$ cat src/rtl/core/far_pkg.sv
// ----------------------------------------------------------------------------
// far_pkg
// Shared types and constants for the condition-flag alias rename table.
// ----------------------------------------------------------------------------
package far_pkg;

    // Width of the alias field on the stream ports
    localparam int ALIAS_W            = 4;
    localparam int DEF_ALIAS_ENTRIES  = 16;

    // Flag entries: bit 6 CF down to bit 0 DF
    localparam int NUM_FLAGS          = 7;
    localparam int ZF_BIT             = 3;
    localparam int SF_BIT             = 2;
    localparam int VALUE_W            = 32;

    // Input tdata layout
    localparam int S_MASK_LSB         = 0;
    localparam int S_REQ_LSB          = S_MASK_LSB + NUM_FLAGS;
    localparam int S_VALUE_LSB        = S_REQ_LSB + ALIAS_W;
    localparam int S_TDATA_W          = 48;

    // Output tdata layout
    localparam int M_GRANT_LSB        = 0;
    localparam int M_ALIAS_LSB        = 1;
    localparam int M_READY_LSB        = M_ALIAS_LSB + ALIAS_W;
    localparam int M_VALUE_LSB        = M_READY_LSB + NUM_FLAGS;
    localparam int M_TDATA_W          = 24;

    typedef enum logic {
        KIND_RENAME    = 1'b0,
        KIND_WRITEBACK = 1'b1
    } kind_t;

    // Pool command: allocate the lowest free alias, or free the named alias
    typedef struct packed {
        logic               alloc_en;
        logic               free_en;
        logic [ALIAS_W-1:0] free_req;
    } pool_cmd_t;

    // Flag table command
    typedef struct packed {
        logic                  rename_en;
        logic [NUM_FLAGS-1:0]  mask;
        logic                  wb_en;
        logic [ALIAS_W-1:0]    wb_req;
        logic                  wb_sign;
        logic                  wb_zero;
    } flag_cmd_t;

endpackage

$ cat src/rtl/core/flag_alias_rename_table.sv
// ----------------------------------------------------------------------------
// flag_alias_rename_table
// Renames condition flags to aliases from a pool and marks them ready on
// writeback of the producing result.
// ----------------------------------------------------------------------------
//  channel  | direction | tdata (low bit up)                           | tuser
//  s_       | in        | flag_mask, alias_req, result_value           | kind
//  m_       | out       | granted, given_alias, ready_bits, value_bits | -
//
//  One item per cycle sustained while m_tready is high; an item passes the input
//  register, then pick, tag compare and state update ahead of the result register.
//  State is updated as an item moves from the input register to the result
//  register, so the next item sees it at once.
//  aresetn is synchronous: all aliases free, all tags, ready and value zero.
//  A stalled m_ side holds the result; the input register keeps taking an
//  item whenever it is empty or moving on.
// ----------------------------------------------------------------------------
module flag_alias_rename_table #(
    parameter int ALIAS_ENTRIES = far_pkg::DEF_ALIAS_ENTRIES
) (
    input  logic                          aclk,
    input  logic                          aresetn,
    input  logic                          s_tvalid,
    output logic                          s_tready,
    input  logic [far_pkg::S_TDATA_W-1:0] s_tdata,  // flag_mask, alias_req, result_value
    input  logic                          s_tuser,  // kind
    output logic                          m_tvalid,
    input  logic                          m_tready,
    output logic [far_pkg::M_TDATA_W-1:0] m_tdata   // granted, given_alias, ready_bits,
                                                    // value_bits
);

    localparam int TAG_W = $clog2(ALIAS_ENTRIES);
    localparam int CMP_W = (TAG_W > far_pkg::ALIAS_W) ? TAG_W : far_pkg::ALIAS_W;
    localparam int M_USED_W = far_pkg::M_VALUE_LSB + far_pkg::NUM_FLAGS;

    // input register
    logic                             in_valid_reg;
    far_pkg::kind_t                   in_kind_reg;
    logic [far_pkg::NUM_FLAGS-1:0]    in_mask_reg;
    logic [far_pkg::ALIAS_W-1:0]      in_req_reg;
    logic [far_pkg::VALUE_W-1:0]      in_value_reg;

    // result register
    logic                             m_valid_reg;
    logic                             m_granted_reg;
    logic [far_pkg::ALIAS_W-1:0]      m_alias_reg;
    logic [far_pkg::NUM_FLAGS-1:0]    m_ready_reg;
    logic [far_pkg::NUM_FLAGS-1:0]    m_value_reg;

    logic                             advance;
    logic                             s_accept;
    logic                             is_rename;
    far_pkg::pool_cmd_t               pool_cmd;
    far_pkg::flag_cmd_t               flag_cmd;
    logic                             found;
    logic [TAG_W-1:0]                 pick;
    logic [CMP_W-1:0]                 pick_wide;
    logic [far_pkg::NUM_FLAGS-1:0]    ready_next;
    logic [far_pkg::NUM_FLAGS-1:0]    value_next;

    assign advance  = in_valid_reg && (!m_valid_reg || m_tready);
    assign s_tready = !in_valid_reg || advance;
    assign s_accept = s_tvalid && s_tready;
    assign is_rename = (in_kind_reg == far_pkg::KIND_RENAME);

    always_ff @(posedge aclk) begin
        if (!aresetn) begin
            in_valid_reg <= 1'b0;
        end else if (s_accept) begin
            in_valid_reg <= 1'b1;
        end else if (advance) begin
            in_valid_reg <= 1'b0;
        end
    end

    always_ff @(posedge aclk) begin
        if (s_accept) begin
            in_kind_reg  <= far_pkg::kind_t'(s_tuser);
            in_mask_reg  <= s_tdata[far_pkg::S_MASK_LSB +: far_pkg::NUM_FLAGS];
            in_req_reg   <= s_tdata[far_pkg::S_REQ_LSB +: far_pkg::ALIAS_W];
            in_value_reg <= s_tdata[far_pkg::S_VALUE_LSB +: far_pkg::VALUE_W];
        end
    end

    always_comb begin
        pool_cmd.alloc_en = advance && is_rename;
        pool_cmd.free_en  = advance && !is_rename;
        pool_cmd.free_req = in_req_reg;
    end

    always_comb begin
        flag_cmd.rename_en = advance && is_rename && found;
        flag_cmd.mask      = in_mask_reg;
        flag_cmd.wb_en     = advance && !is_rename;
        flag_cmd.wb_req    = in_req_reg;
        flag_cmd.wb_sign   = in_value_reg[far_pkg::VALUE_W-1];
        flag_cmd.wb_zero   = (in_value_reg == '0);
    end

    far_alias_pool #(
        .ALIAS_ENTRIES (ALIAS_ENTRIES)
    ) u_pool (
        .aclk    (aclk),
        .aresetn (aresetn),
        .cmd     (pool_cmd),
        .found   (found),
        .pick    (pick)
    );

    far_flag_table #(
        .ALIAS_ENTRIES (ALIAS_ENTRIES)
    ) u_flags (
        .aclk       (aclk),
        .aresetn    (aresetn),
        .cmd        (flag_cmd),
        .new_tag    (pick),
        .ready_next (ready_next),
        .value_next (value_next)
    );

    // report the low alias bits of the tag
    assign pick_wide = CMP_W'(pick);

    always_ff @(posedge aclk) begin
        if (!aresetn) begin
            m_valid_reg <= 1'b0;
        end else if (advance) begin
            m_valid_reg <= 1'b1;
        end else if (m_tready) begin
            m_valid_reg <= 1'b0;
        end
    end

    always_ff @(posedge aclk) begin
        if (advance) begin
            m_granted_reg <= !is_rename || found;
            m_alias_reg   <= (is_rename && found) ? pick_wide[far_pkg::ALIAS_W-1:0] : '0;
            m_ready_reg   <= ready_next;
            m_value_reg   <= value_next;
        end
    end

    assign m_tvalid = m_valid_reg;
    assign m_tdata  = far_pkg::M_TDATA_W'({m_value_reg, m_ready_reg, m_alias_reg,
                                           m_granted_reg});

`ifndef ASSERT_OFF
    a_fail_no_alias: assert property (@(posedge aclk) disable iff (!aresetn)
        (m_valid_reg && !m_granted_reg) |-> (m_alias_reg == '0))
        else $error("failed rename reports an alias");
    a_wb_granted: assert property (@(posedge aclk) disable iff (!aresetn)
        (advance && !is_rename) |=> (m_valid_reg && m_granted_reg))
        else $error("writeback not reported as granted");
    a_rename_not_ready: assert property (@(posedge aclk) disable iff (!aresetn)
        (advance && is_rename && found) |=> ((m_ready_reg & $past(in_mask_reg)) == '0))
        else $error("renamed flag still marked ready");
    a_out_width: assert property (@(posedge aclk) disable iff (!aresetn)
        m_valid_reg |-> (m_tdata[far_pkg::M_TDATA_W-1:M_USED_W] == '0))
        else $error("result padding not zero");
`endif

endmodule

$ cat src/rtl/core/far_alias_pool.sv
// ----------------------------------------------------------------------------
// far_alias_pool
// Busy marks of the alias pool with a lowest-free priority pick.
// ----------------------------------------------------------------------------
module far_alias_pool #(
    parameter int ALIAS_ENTRIES = far_pkg::DEF_ALIAS_ENTRIES,
    localparam int TAG_W = $clog2(ALIAS_ENTRIES)
) (
    input  logic                aclk,
    input  logic                aresetn,
    input  far_pkg::pool_cmd_t  cmd,
    output logic                found,
    output logic [TAG_W-1:0]    pick
);

    logic [ALIAS_ENTRIES-1:0] busy_reg;
    logic [ALIAS_ENTRIES-1:0] busy_next;
    logic                     free_in_range;
    logic [TAG_W-1:0]         free_idx;

    always_comb begin
        found = 1'b0;
        pick  = '0;
        for (int i = ALIAS_ENTRIES - 1; i >= 0; i--) begin
            if (!busy_reg[i]) begin
                found = 1'b1;
                pick  = TAG_W'(i);
            end
        end
    end

    assign free_in_range = 32'(cmd.free_req) < 32'(ALIAS_ENTRIES);
    assign free_idx      = TAG_W'(cmd.free_req);

    always_comb begin
        busy_next = busy_reg;
        if (cmd.alloc_en && found) begin
            busy_next[pick] = 1'b1;
        end
        // aliases beyond the pool free nothing
        if (cmd.free_en && free_in_range) begin
            busy_next[free_idx] = 1'b0;
        end
    end

    always_ff @(posedge aclk) begin
        if (!aresetn) begin
            busy_reg <= '0;
        end else begin
            busy_reg <= busy_next;
        end
    end

`ifndef ASSERT_OFF
    a_pick_is_free: assert property (@(posedge aclk) disable iff (!aresetn)
        found |-> !busy_reg[pick])
        else $error("picked alias is busy");
    a_alloc_marks: assert property (@(posedge aclk) disable iff (!aresetn)
        (cmd.alloc_en && found && !cmd.free_en) |=> busy_reg[$past(pick)])
        else $error("allocated alias not marked busy");
    a_empty_full: assert property (@(posedge aclk) disable iff (!aresetn)
        !found |-> (busy_reg == {ALIAS_ENTRIES{1'b1}}))
        else $error("pool reported empty with a free alias");
`endif

endmodule

$ cat src/rtl/core/far_flag_table.sv
// ----------------------------------------------------------------------------
// far_flag_table
// Per-flag alias tags, ready marks and stored values.
// ----------------------------------------------------------------------------
module far_flag_table #(
    parameter int ALIAS_ENTRIES = far_pkg::DEF_ALIAS_ENTRIES,
    localparam int TAG_W = $clog2(ALIAS_ENTRIES)
) (
    input  logic                              aclk,
    input  logic                              aresetn,
    input  far_pkg::flag_cmd_t                cmd,
    input  logic [TAG_W-1:0]                  new_tag,
    output logic [far_pkg::NUM_FLAGS-1:0]     ready_next,
    output logic [far_pkg::NUM_FLAGS-1:0]     value_next
);

    localparam int CMP_W = (TAG_W > far_pkg::ALIAS_W) ? TAG_W : far_pkg::ALIAS_W;

    logic [TAG_W-1:0]               tag_reg [far_pkg::NUM_FLAGS];
    logic [TAG_W-1:0]               tag_next [far_pkg::NUM_FLAGS];
    logic [far_pkg::NUM_FLAGS-1:0]  ready_reg;
    logic [far_pkg::NUM_FLAGS-1:0]  value_reg;
    logic [far_pkg::NUM_FLAGS-1:0]  hit;

    always_comb begin
        for (int b = 0; b < far_pkg::NUM_FLAGS; b++) begin
            hit[b] = CMP_W'(tag_reg[b]) == CMP_W'(cmd.wb_req);
        end
    end

    always_comb begin
        tag_next   = tag_reg;
        ready_next = ready_reg;
        value_next = value_reg;
        if (cmd.rename_en) begin
            for (int b = 0; b < far_pkg::NUM_FLAGS; b++) begin
                if (cmd.mask[b]) begin
                    tag_next[b]   = new_tag;
                    ready_next[b] = 1'b0;
                end
            end
        end else if (cmd.wb_en) begin
            ready_next = ready_reg | hit;
            if (hit[far_pkg::SF_BIT]) begin
                value_next[far_pkg::SF_BIT] = cmd.wb_sign;
            end
            if (hit[far_pkg::ZF_BIT]) begin
                value_next[far_pkg::ZF_BIT] = cmd.wb_zero;
            end
        end
    end

    always_ff @(posedge aclk) begin
        if (!aresetn) begin
            for (int b = 0; b < far_pkg::NUM_FLAGS; b++) begin
                tag_reg[b] <= '0;
            end
            ready_reg <= '0;
            value_reg <= '0;
        end else begin
            tag_reg   <= tag_next;
            ready_reg <= ready_next;
            value_reg <= value_next;
        end
    end

endmodule
$ cat config.mk
export PLATFORM = sky130hd
export DESIGN_NAME = flag_alias_rename_table
export DESIGN_NICKNAME = d
export VERILOG_FILES = /design/src/rtl/core/far_pkg.sv /design/src/rtl/core/flag_alias_rename_table.sv /design/src/rtl/core/far_alias_pool.sv /design/src/rtl/core/far_flag_table.sv
export SDC_FILE = /design/constraint.sdc
export NUM_CORES = 1
export LEC_CHECK = 0
export BUFFER_PORTS_ARGS = -buffer_cell sky130_fd_sc_hd__buf_2
export CAP_MARGIN = 40
export CELL_PAD_IN_SITES_DETAIL_PLACEMENT = 1
export CELL_PAD_IN_SITES_GLOBAL_PLACEMENT = 2
export CORE_MARGIN = 3
export CORE_UTILIZATION = 34
export DETAILED_ROUTE_END_ITERATION = 8
export GPL_TIMING_DRIVEN = 0
export PLACE_DENSITY_LB_ADDON = 0.05
export SLEW_MARGIN = 20
export SYNTH_ARGS = -nofsm -noshare
export SYNTH_HDL_FRONTEND = slang
export SYNTH_HIERARCHICAL = 1
export SYNTH_SLANG_ARGS = --single-unit
$ cat constraint.sdc
create_clock -name aclk -period 2.05 [get_ports aclk]
set_input_delay 0.3075 -clock aclk [delete_from_list [all_inputs] [get_ports aclk]]
set_output_delay 0.3075 -clock aclk [all_outputs]
set_load 0.01 [all_outputs]
==> flow_summary.toml, run 1 <==
[timing]
hold_viol_final = 0
slew_headroom = 0.627
final_max_slew_viol_count = 0
rsz0062_at_grt = "true"
tightest_slew_ns = 0.559
period_needed_ns = 2.14
period_share = 1.04
skew_ns = 0.0105
hold_slack_ns = 0.0579
fmax_mhz = 468
setup-violations-final = 6
fin_ws_ns = -0.0851

[outcome]
violations = "setup timing"
status = "finished with violations"

[global_routing]
antenna_found_initial = 0
grt_pass1_wl_mm = 21.0
grt_overflow = 0
grt_max_degree = 36
grt_pass1_vias = 4004
grtUsageTotal = 0.170

[die]
start_util = 0.355
std_cell_rows = 43
core-area_um2 = 14100
die_width_um = 128
die_h_um = 128
dieArea_um2 = 16300
boundaryPins = 79

[synth]
synth_top_cell_by_area = "edfxtp_1"
synth_area_leaders = "edfxtp_1, dfxtp_1, nand2_1"
seq_area_frac_synth = 0.596
avgSynthCellArea_um2 = 11.7
synth_commonest_cells = "edfxtp_1, nand2_1, dfxtp_1"
yosys.cell_count.top_type = "edfxtp_1"
synth-main-ff-cell = "edfxtp_1"
synth_top_cell_area_share = 0.377
synth_seq_cells = 118
synth.distinct_cells = 53
ys_warn_count = 6
ys_async_sr_fraction = 0
syn_inst = 430
synth_edf_count = 63
synth_area_um2 = 5020

[placement]
portBuffers = 68
gp_congestion = 0.811
dp_hpwl_mm = 8.67

[layout]
final_core_util = 0.479
num-nets-final = 615
area.growth.synth_to_final_pct = 35.0
drive_gt1_frac = 0.376
largest_reg_flops = 32
antenna_cells = 0

[power_and_ir_drop]
swShare = 0.222
comb_power_share = 0.053
irDropWorstVdd_mv = 0.599
p_leak_uw = 0.00263
switchingPower_uw = 1350
power_uw = 6100
pwr-share-clk = 0.520
pwr-share-seq = 0.426
p_int_uw = 4750
powerDensity_nw_per_um2 = 900

[critical_path]
cp_top_family = "simple AND/OR/NAND/NOR gates"
critical_path_class = "reg -> reg"
worstPathRequired_ns = 2.22
rrSetupSlack_ns = -0.09
crit_buf_inv = 0
path_cells = "nand4_1 > nor2_2 > nand2_2 > nor2b_4 > and3_4 > nand2b_4 > nor3_4 > mux2_4"
crit_arrival_ns = 2.31
max_stage_delay_ns = 0.34
cp-start-kind = "flip-flop"
cp_slowest_cell = "dfxtp_2"
cp-end-kind = "flip-flop"
critical_path.max_fanout = 5

[cts]
root_buffer = "clkbuf_16"
insertion_delay_ns = 0.42
cts_tree = "done"
clock_sinks = 118
hold_buffers = 0
cts_made_buffers = 17
htreeDepth = 4
clk_path_buf_depth = 2
clk_pin_slew_ns = 0.06

[route]
drt-pass1-iter-count = 4
drc = 0
wl_mm = 13.4
drt_iter0_drc = 153
num_vias = 3736
via_per_inst = 4.95
ant_nets = 0
wl_per_cell_um = 17.8

[hold_path]
hp-class = "in -> reg"

[flow_run]
maxCapViolCount = 0
## final timing paths
path | startpoint | end | cells past startpoint
setup reg to reg | u_pool/busy_reg[8] | m_value_reg[3] | 8
hold / removal | s_tdata[39] | in_value_reg[28] | 1
hold reg to reg | u_flags/value_reg[2] | u_flags/value_reg[2] | 2
setup / recovery | u_pool/busy_reg[8] | m_value_reg[3] | 8
## power by group through the flow
stage	Combinational, uW	Sequential (uW)	Clock, uW
floorplan	158	2650	0
global placement	281	2650	0
detailed placement	294	2660	0
CTS	314	2600	3240
global route	355	2610	3350
finish	325	2600	3170
## worst reg2reg max path, stage by stage (launching register included)
cell and delay, ns:
dfxtp_2 0.34, nand4_1 0.18, nor2_2 0.21, nand2_2 0.07
nor2b_4 0.13, and3_4 0.20, nand2b_4 0.20, nor3_4 0.25
mux2_4 0.31
## logic make-up after synthesis
kind of cell	count (synthesis)	share of synthesized area
AND/OR/NAND/NOR	159	0.166
flip-flops	118	0.596
AO/OA/AOI/OAI	79	0.131
buffers and inverters	40	0.0481
XOR/XNOR	28	0.0488
multiplexers	4	0.00847
other	2	0.00150
## placed cells by master (no fill, tap or decap), types with 3 or more instances in the layout
| cell | Yosys | layout |
|---|---|---|
| a21boi_1 | 0 | 5 |
| o221ai_1 | 6 | 5 |
| a21oi_1 | 14 | 13 |
| xnor2_1 | 16 | 16 |
| edfxtp_1 | 63 | 63 |
| a21boi_0 | 28 | 23 |
| dfxtp_2 | 0 | 12 |
| nand4_1 | 8 | 8 |
| dfxtp_1 | 55 | 39 |
| xor2_1 | 12 | 12 |
| and2_1 | 13 | 10 |
| nor4_1 | 7 | 7 |
| nor3_4 | 1 | 3 |
| conb_1 | 2 | 10 |
| inv_1 | 14 | 14 |
| clkbuf_16 | 0 | 17 |
| bufinv_16 | 0 | 4 |
| nor2_2 | 0 | 3 |
| dfxtp_4 | 0 | 4 |
| buf_2 | 4 | 69 |
| nor2_1 | 6 | 3 |
| buf_4 | 11 | 43 |
| clkinv_4 | 0 | 9 |
| or2_2 | 5 | 5 |
| o21a_1 | 3 | 3 |
| o41ai_4 | 0 | 5 |
| buf_6 | 6 | 9 |
| nand2_1 | 59 | 54 |
| nand3_1 | 33 | 33 |
| clkbuf_1 | 4 | 5 |
| o21ai_0 | 7 | 7 |
| nand2b_1 | 5 | 5 |
| buf_12 | 0 | 3 |
| nand2_2 | 0 | 4 |
## timing repair
| item | in CTS | in global routing |
|---|---|---|
| setup endpoints to repair | 40 | 39 |
| gates resized for setup | 26 | 30 |
| pin swaps | 9 | 7 |
| setup buffers | 28 | 7 |
## area by class of cell
cell class,count,area (um^2)
clock buffers,18,429
plain buffers,24,196
inverters,15,58.8
flip-flops and latches,118,3020
clock inverters,14,204
well taps,180,225
repair buffers,106,678
multi-input cells,280,1960
fillers,1542,7370
## routing by layer
metal | part of all wire | track usage | wire (um) | up-vias
met4 | 0.016 | 0.0688 | 214 | 0
met3 | 0.035 | 0.0472 | 470 | 18
met5 | 0 | 0 | 0 | -
met2 | 0.50 | 0.284 | 6720 | 60
met1 | 0.45 | 0.207 | 6040 | 1851
li1 | - | - | - | 1807
## through the flow
step	setup slack [ns]	instances	instance area, um^2	setup TNS [ns]
2_1_floorplan	-0.0392	438	5080	-0.0725
4_1_cts	-0.0662	748	6640	-0.198
3_5_place_dp	-0.438	689	5690	-5.07
3_3_place_gp	-0.410	686	5650	-3.81
5_1_grt	-0.153	755	6780	-1.03
6_report	-0.0851	755	6780	-0.230
No activity file was read; power rests on OpenSTA's default activity.
==> run 2: changes to the inputs <==
ABC_AREA = 1   (was unset)
CORE_UTILIZATION = 31   (was 34)
SLEW_MARGIN = unset   (was 20)
==> flow_summary.toml, run 2 <==
[outcome]
status = "completed"

[layout]
seqCellArea_um2 = 3010
fin_cells = 885
num-nets-final = 715
final_common_cell = "nand2_1"
fill_cells = 1811
final_cell_mix = "nand2_1, nor2_1, buf_2, edfxtp_1, inv_1"
drive_gt1_frac = 0.316
area.growth.synth_to_final_pct = 31.2
multi_input_area_um2 = 1770
antenna_cells = 0
largest_reg_flops = 32

[power_and_ir_drop]
swShare = 0.233
powerDensity_nw_per_um2 = 895
pwr-share-seq = 0.445
pwr-share-clk = 0.492
irDropWorstVdd_mv = 0.506
p_leak_uw = 0.00265
p_int_uw = 4520
comb_power_share = 0.063
switchingPower_uw = 1370

[route]
wl_mm = 13.1
via_per_inst = 4.49
drc = 0
num_vias = 3978
drt-pass1-iter-count = 4
wl_per_cell_um = 14.8
ant_nets = 0
drt_iter0_drc = 119

[critical_path]
crit_arrival_ns = 2.24
max_stage_delay_ns = 0.37
cp_slowest_cell = "dfxtp_1"
critical_path.max_fanout = 5
critical_path_class = "reg -> reg"
path_cells = "nand2_2 > nor2_2 > nand2_2 > inv_2 > nand3_2 > nand2_2 > nor2_2 > buf_6 > nor2_8 > buf_6 > o21ai_1 > nor2_1 > nand3_1 > nand2_1"
cp-start-kind = "flip-flop"
worst_path_most_repeated_cell = "nand2_2"
worstPathRequired_ns = 2.32
cp-end-kind = "flip-flop"

[placement]
portBuffers = 68
dp_hpwl_mm = 9.12
gp_congestion = 0.780
place_inst = 830

[synth]
synth-main-ff-cell = "edfxtp_1"
synth_commonest_cells = "nand2_1, nor2_1, edfxtp_1"
ys_async_sr_fraction = 0
seq_area_frac_synth = 0.596
synth_edf_count = 63
yosys.cell_count.top_type = "nand2_1"
synth_top_cell_area_share = 0.377
synth_seq_cells = 118
synth_area_um2 = 5020
avgSynthCellArea_um2 = 9.27
syn_inst = 542
synth_area_leaders = "edfxtp_1, dfxtp_1, nand2_1"
synth.distinct_cells = 31
ys_warn_count = 6
synth_top_cell_by_area = "edfxtp_1"

[die]
std_cell_rows = 45
core-area_um2 = 15500
die_width_um = 133
die_h_um = 133
dieArea_um2 = 17800
boundaryPins = 79
start_util = 0.323

[global_routing]
grt_max_degree = 36
grt_pass1_wl_mm = 20.7
antenna_found_initial = 0
grt_pass1_vias = 3992
grtUsageTotal = 0.153
grt_overflow = 0

[cts]
insertion_delay_ns = 0.41
clk_pin_slew_ns = 0.06
htreeDepth = 4
cts_tree = "done"
root_buffer = "clkbuf_16"
clock_sinks = 118
clk_path_buf_depth = 2
cts_made_buffers = 17

[timing]
fmax_mhz = 509
setup-violations-final = 0
tightest_slew_ns = 0.792
hold_viol_final = 0
period_share = 0.958
slew_headroom = 0.472
skew_ns = 0.00610
period_needed_ns = 1.96
setup-tns-final_ns = 0
final_max_slew_viol_count = 0
rsz0062_at_grt = "true"

[flow_run]
maxCapViolCount = 0

[hold_path]
hp-class = "in -> reg"
run 2: cells by family after synthesis:
family          after synthesis  synth area share
compound gates               86            0.0867
xor+xnor                     12            0.0209
buf+inv                      87            0.0797
flops                       118             0.596
other cells                   2           0.00150
simple gates                237             0.215
run 2: power groups by stage:
stage / registers (uW) / clock network, uW / logic [uW]
3_5_place_dp: 2680 / 0 / 345
2_1_floorplan: 2670 / 0 / 200
4_1_cts: 2630 / 2990 / 354
5_1_grt: 2630 / 3100 / 419
6_report: 2630 / 2900 / 369
3_3_place_gp: 2670 / 0 / 332
run 2: path summary, 6_finish.rpt:
| path | cells after the start | from | slack, ns | end |
|---|---|---|---|---|
| max | 14 | u_pool/busy_reg[6] | 0.09 | m_ready_reg[4] |
| min | 1 | s_tdata[42] | 0.07 | in_value_reg[31] |
| min reg2reg | 2 | u_pool/busy_reg[4] | 0.46 | u_pool/busy_reg[4] |
| max reg2reg | 14 | u_pool/busy_reg[6] | 0.09 | m_ready_reg[4] |
run 2: area by class of cell:
class | count | area share
flip-flops and latches | 118 | 0.456
multi-input cells | 345 | 0.269
plain buffers | 21 | 0.0224
clock inverters | 14 | 0.0234
well taps | 211 | 0.0401
clock buffers | 17 | 0.0646
repair buffers | 93 | 0.0851
inverters | 66 | 0.0395
run 2: per-layer routing:
metal  vias up  GRT usage  share of wire
met3        17     0.0397          0.042
met2        82      0.246           0.48
met1      1886      0.197           0.47
met5         -          0              0
met4         0     0.0600          0.014
li1       1993          -              -
run 2: critical path, delay by kind of cell (launching register included):
kind	cells	cell delay [ns]
compound gates	1	0.06
buf+inv	3	0.36
flops	1	0.37
simple gates	10	1.04
run 2: timing repair:
action,CTS,global route
setup buffers,9,15
gates resized for setup,15,37
setup endpoints to repair,49,35
pin swaps,5,21
endpoints found under the hold margin,0,0
hold buffers,0,0
run 2: per-stage QoR:
stage	area [um^2]	total power (uW)	worst slack, ns	util	hold slack [ns]
after floorplan	5050	2870	0.0292	-	0.406
after global placement	5660	3010	-0.381	0.364	0.453
after detailed placement	5680	3020	-0.379	0.365	0.465
after CTS	6370	5970	0.00653	0.410	0.0443
after global routing	6590	6160	-0.0300	0.424	0.0420
final	6590	5900	0.0865	0.424	0.0652
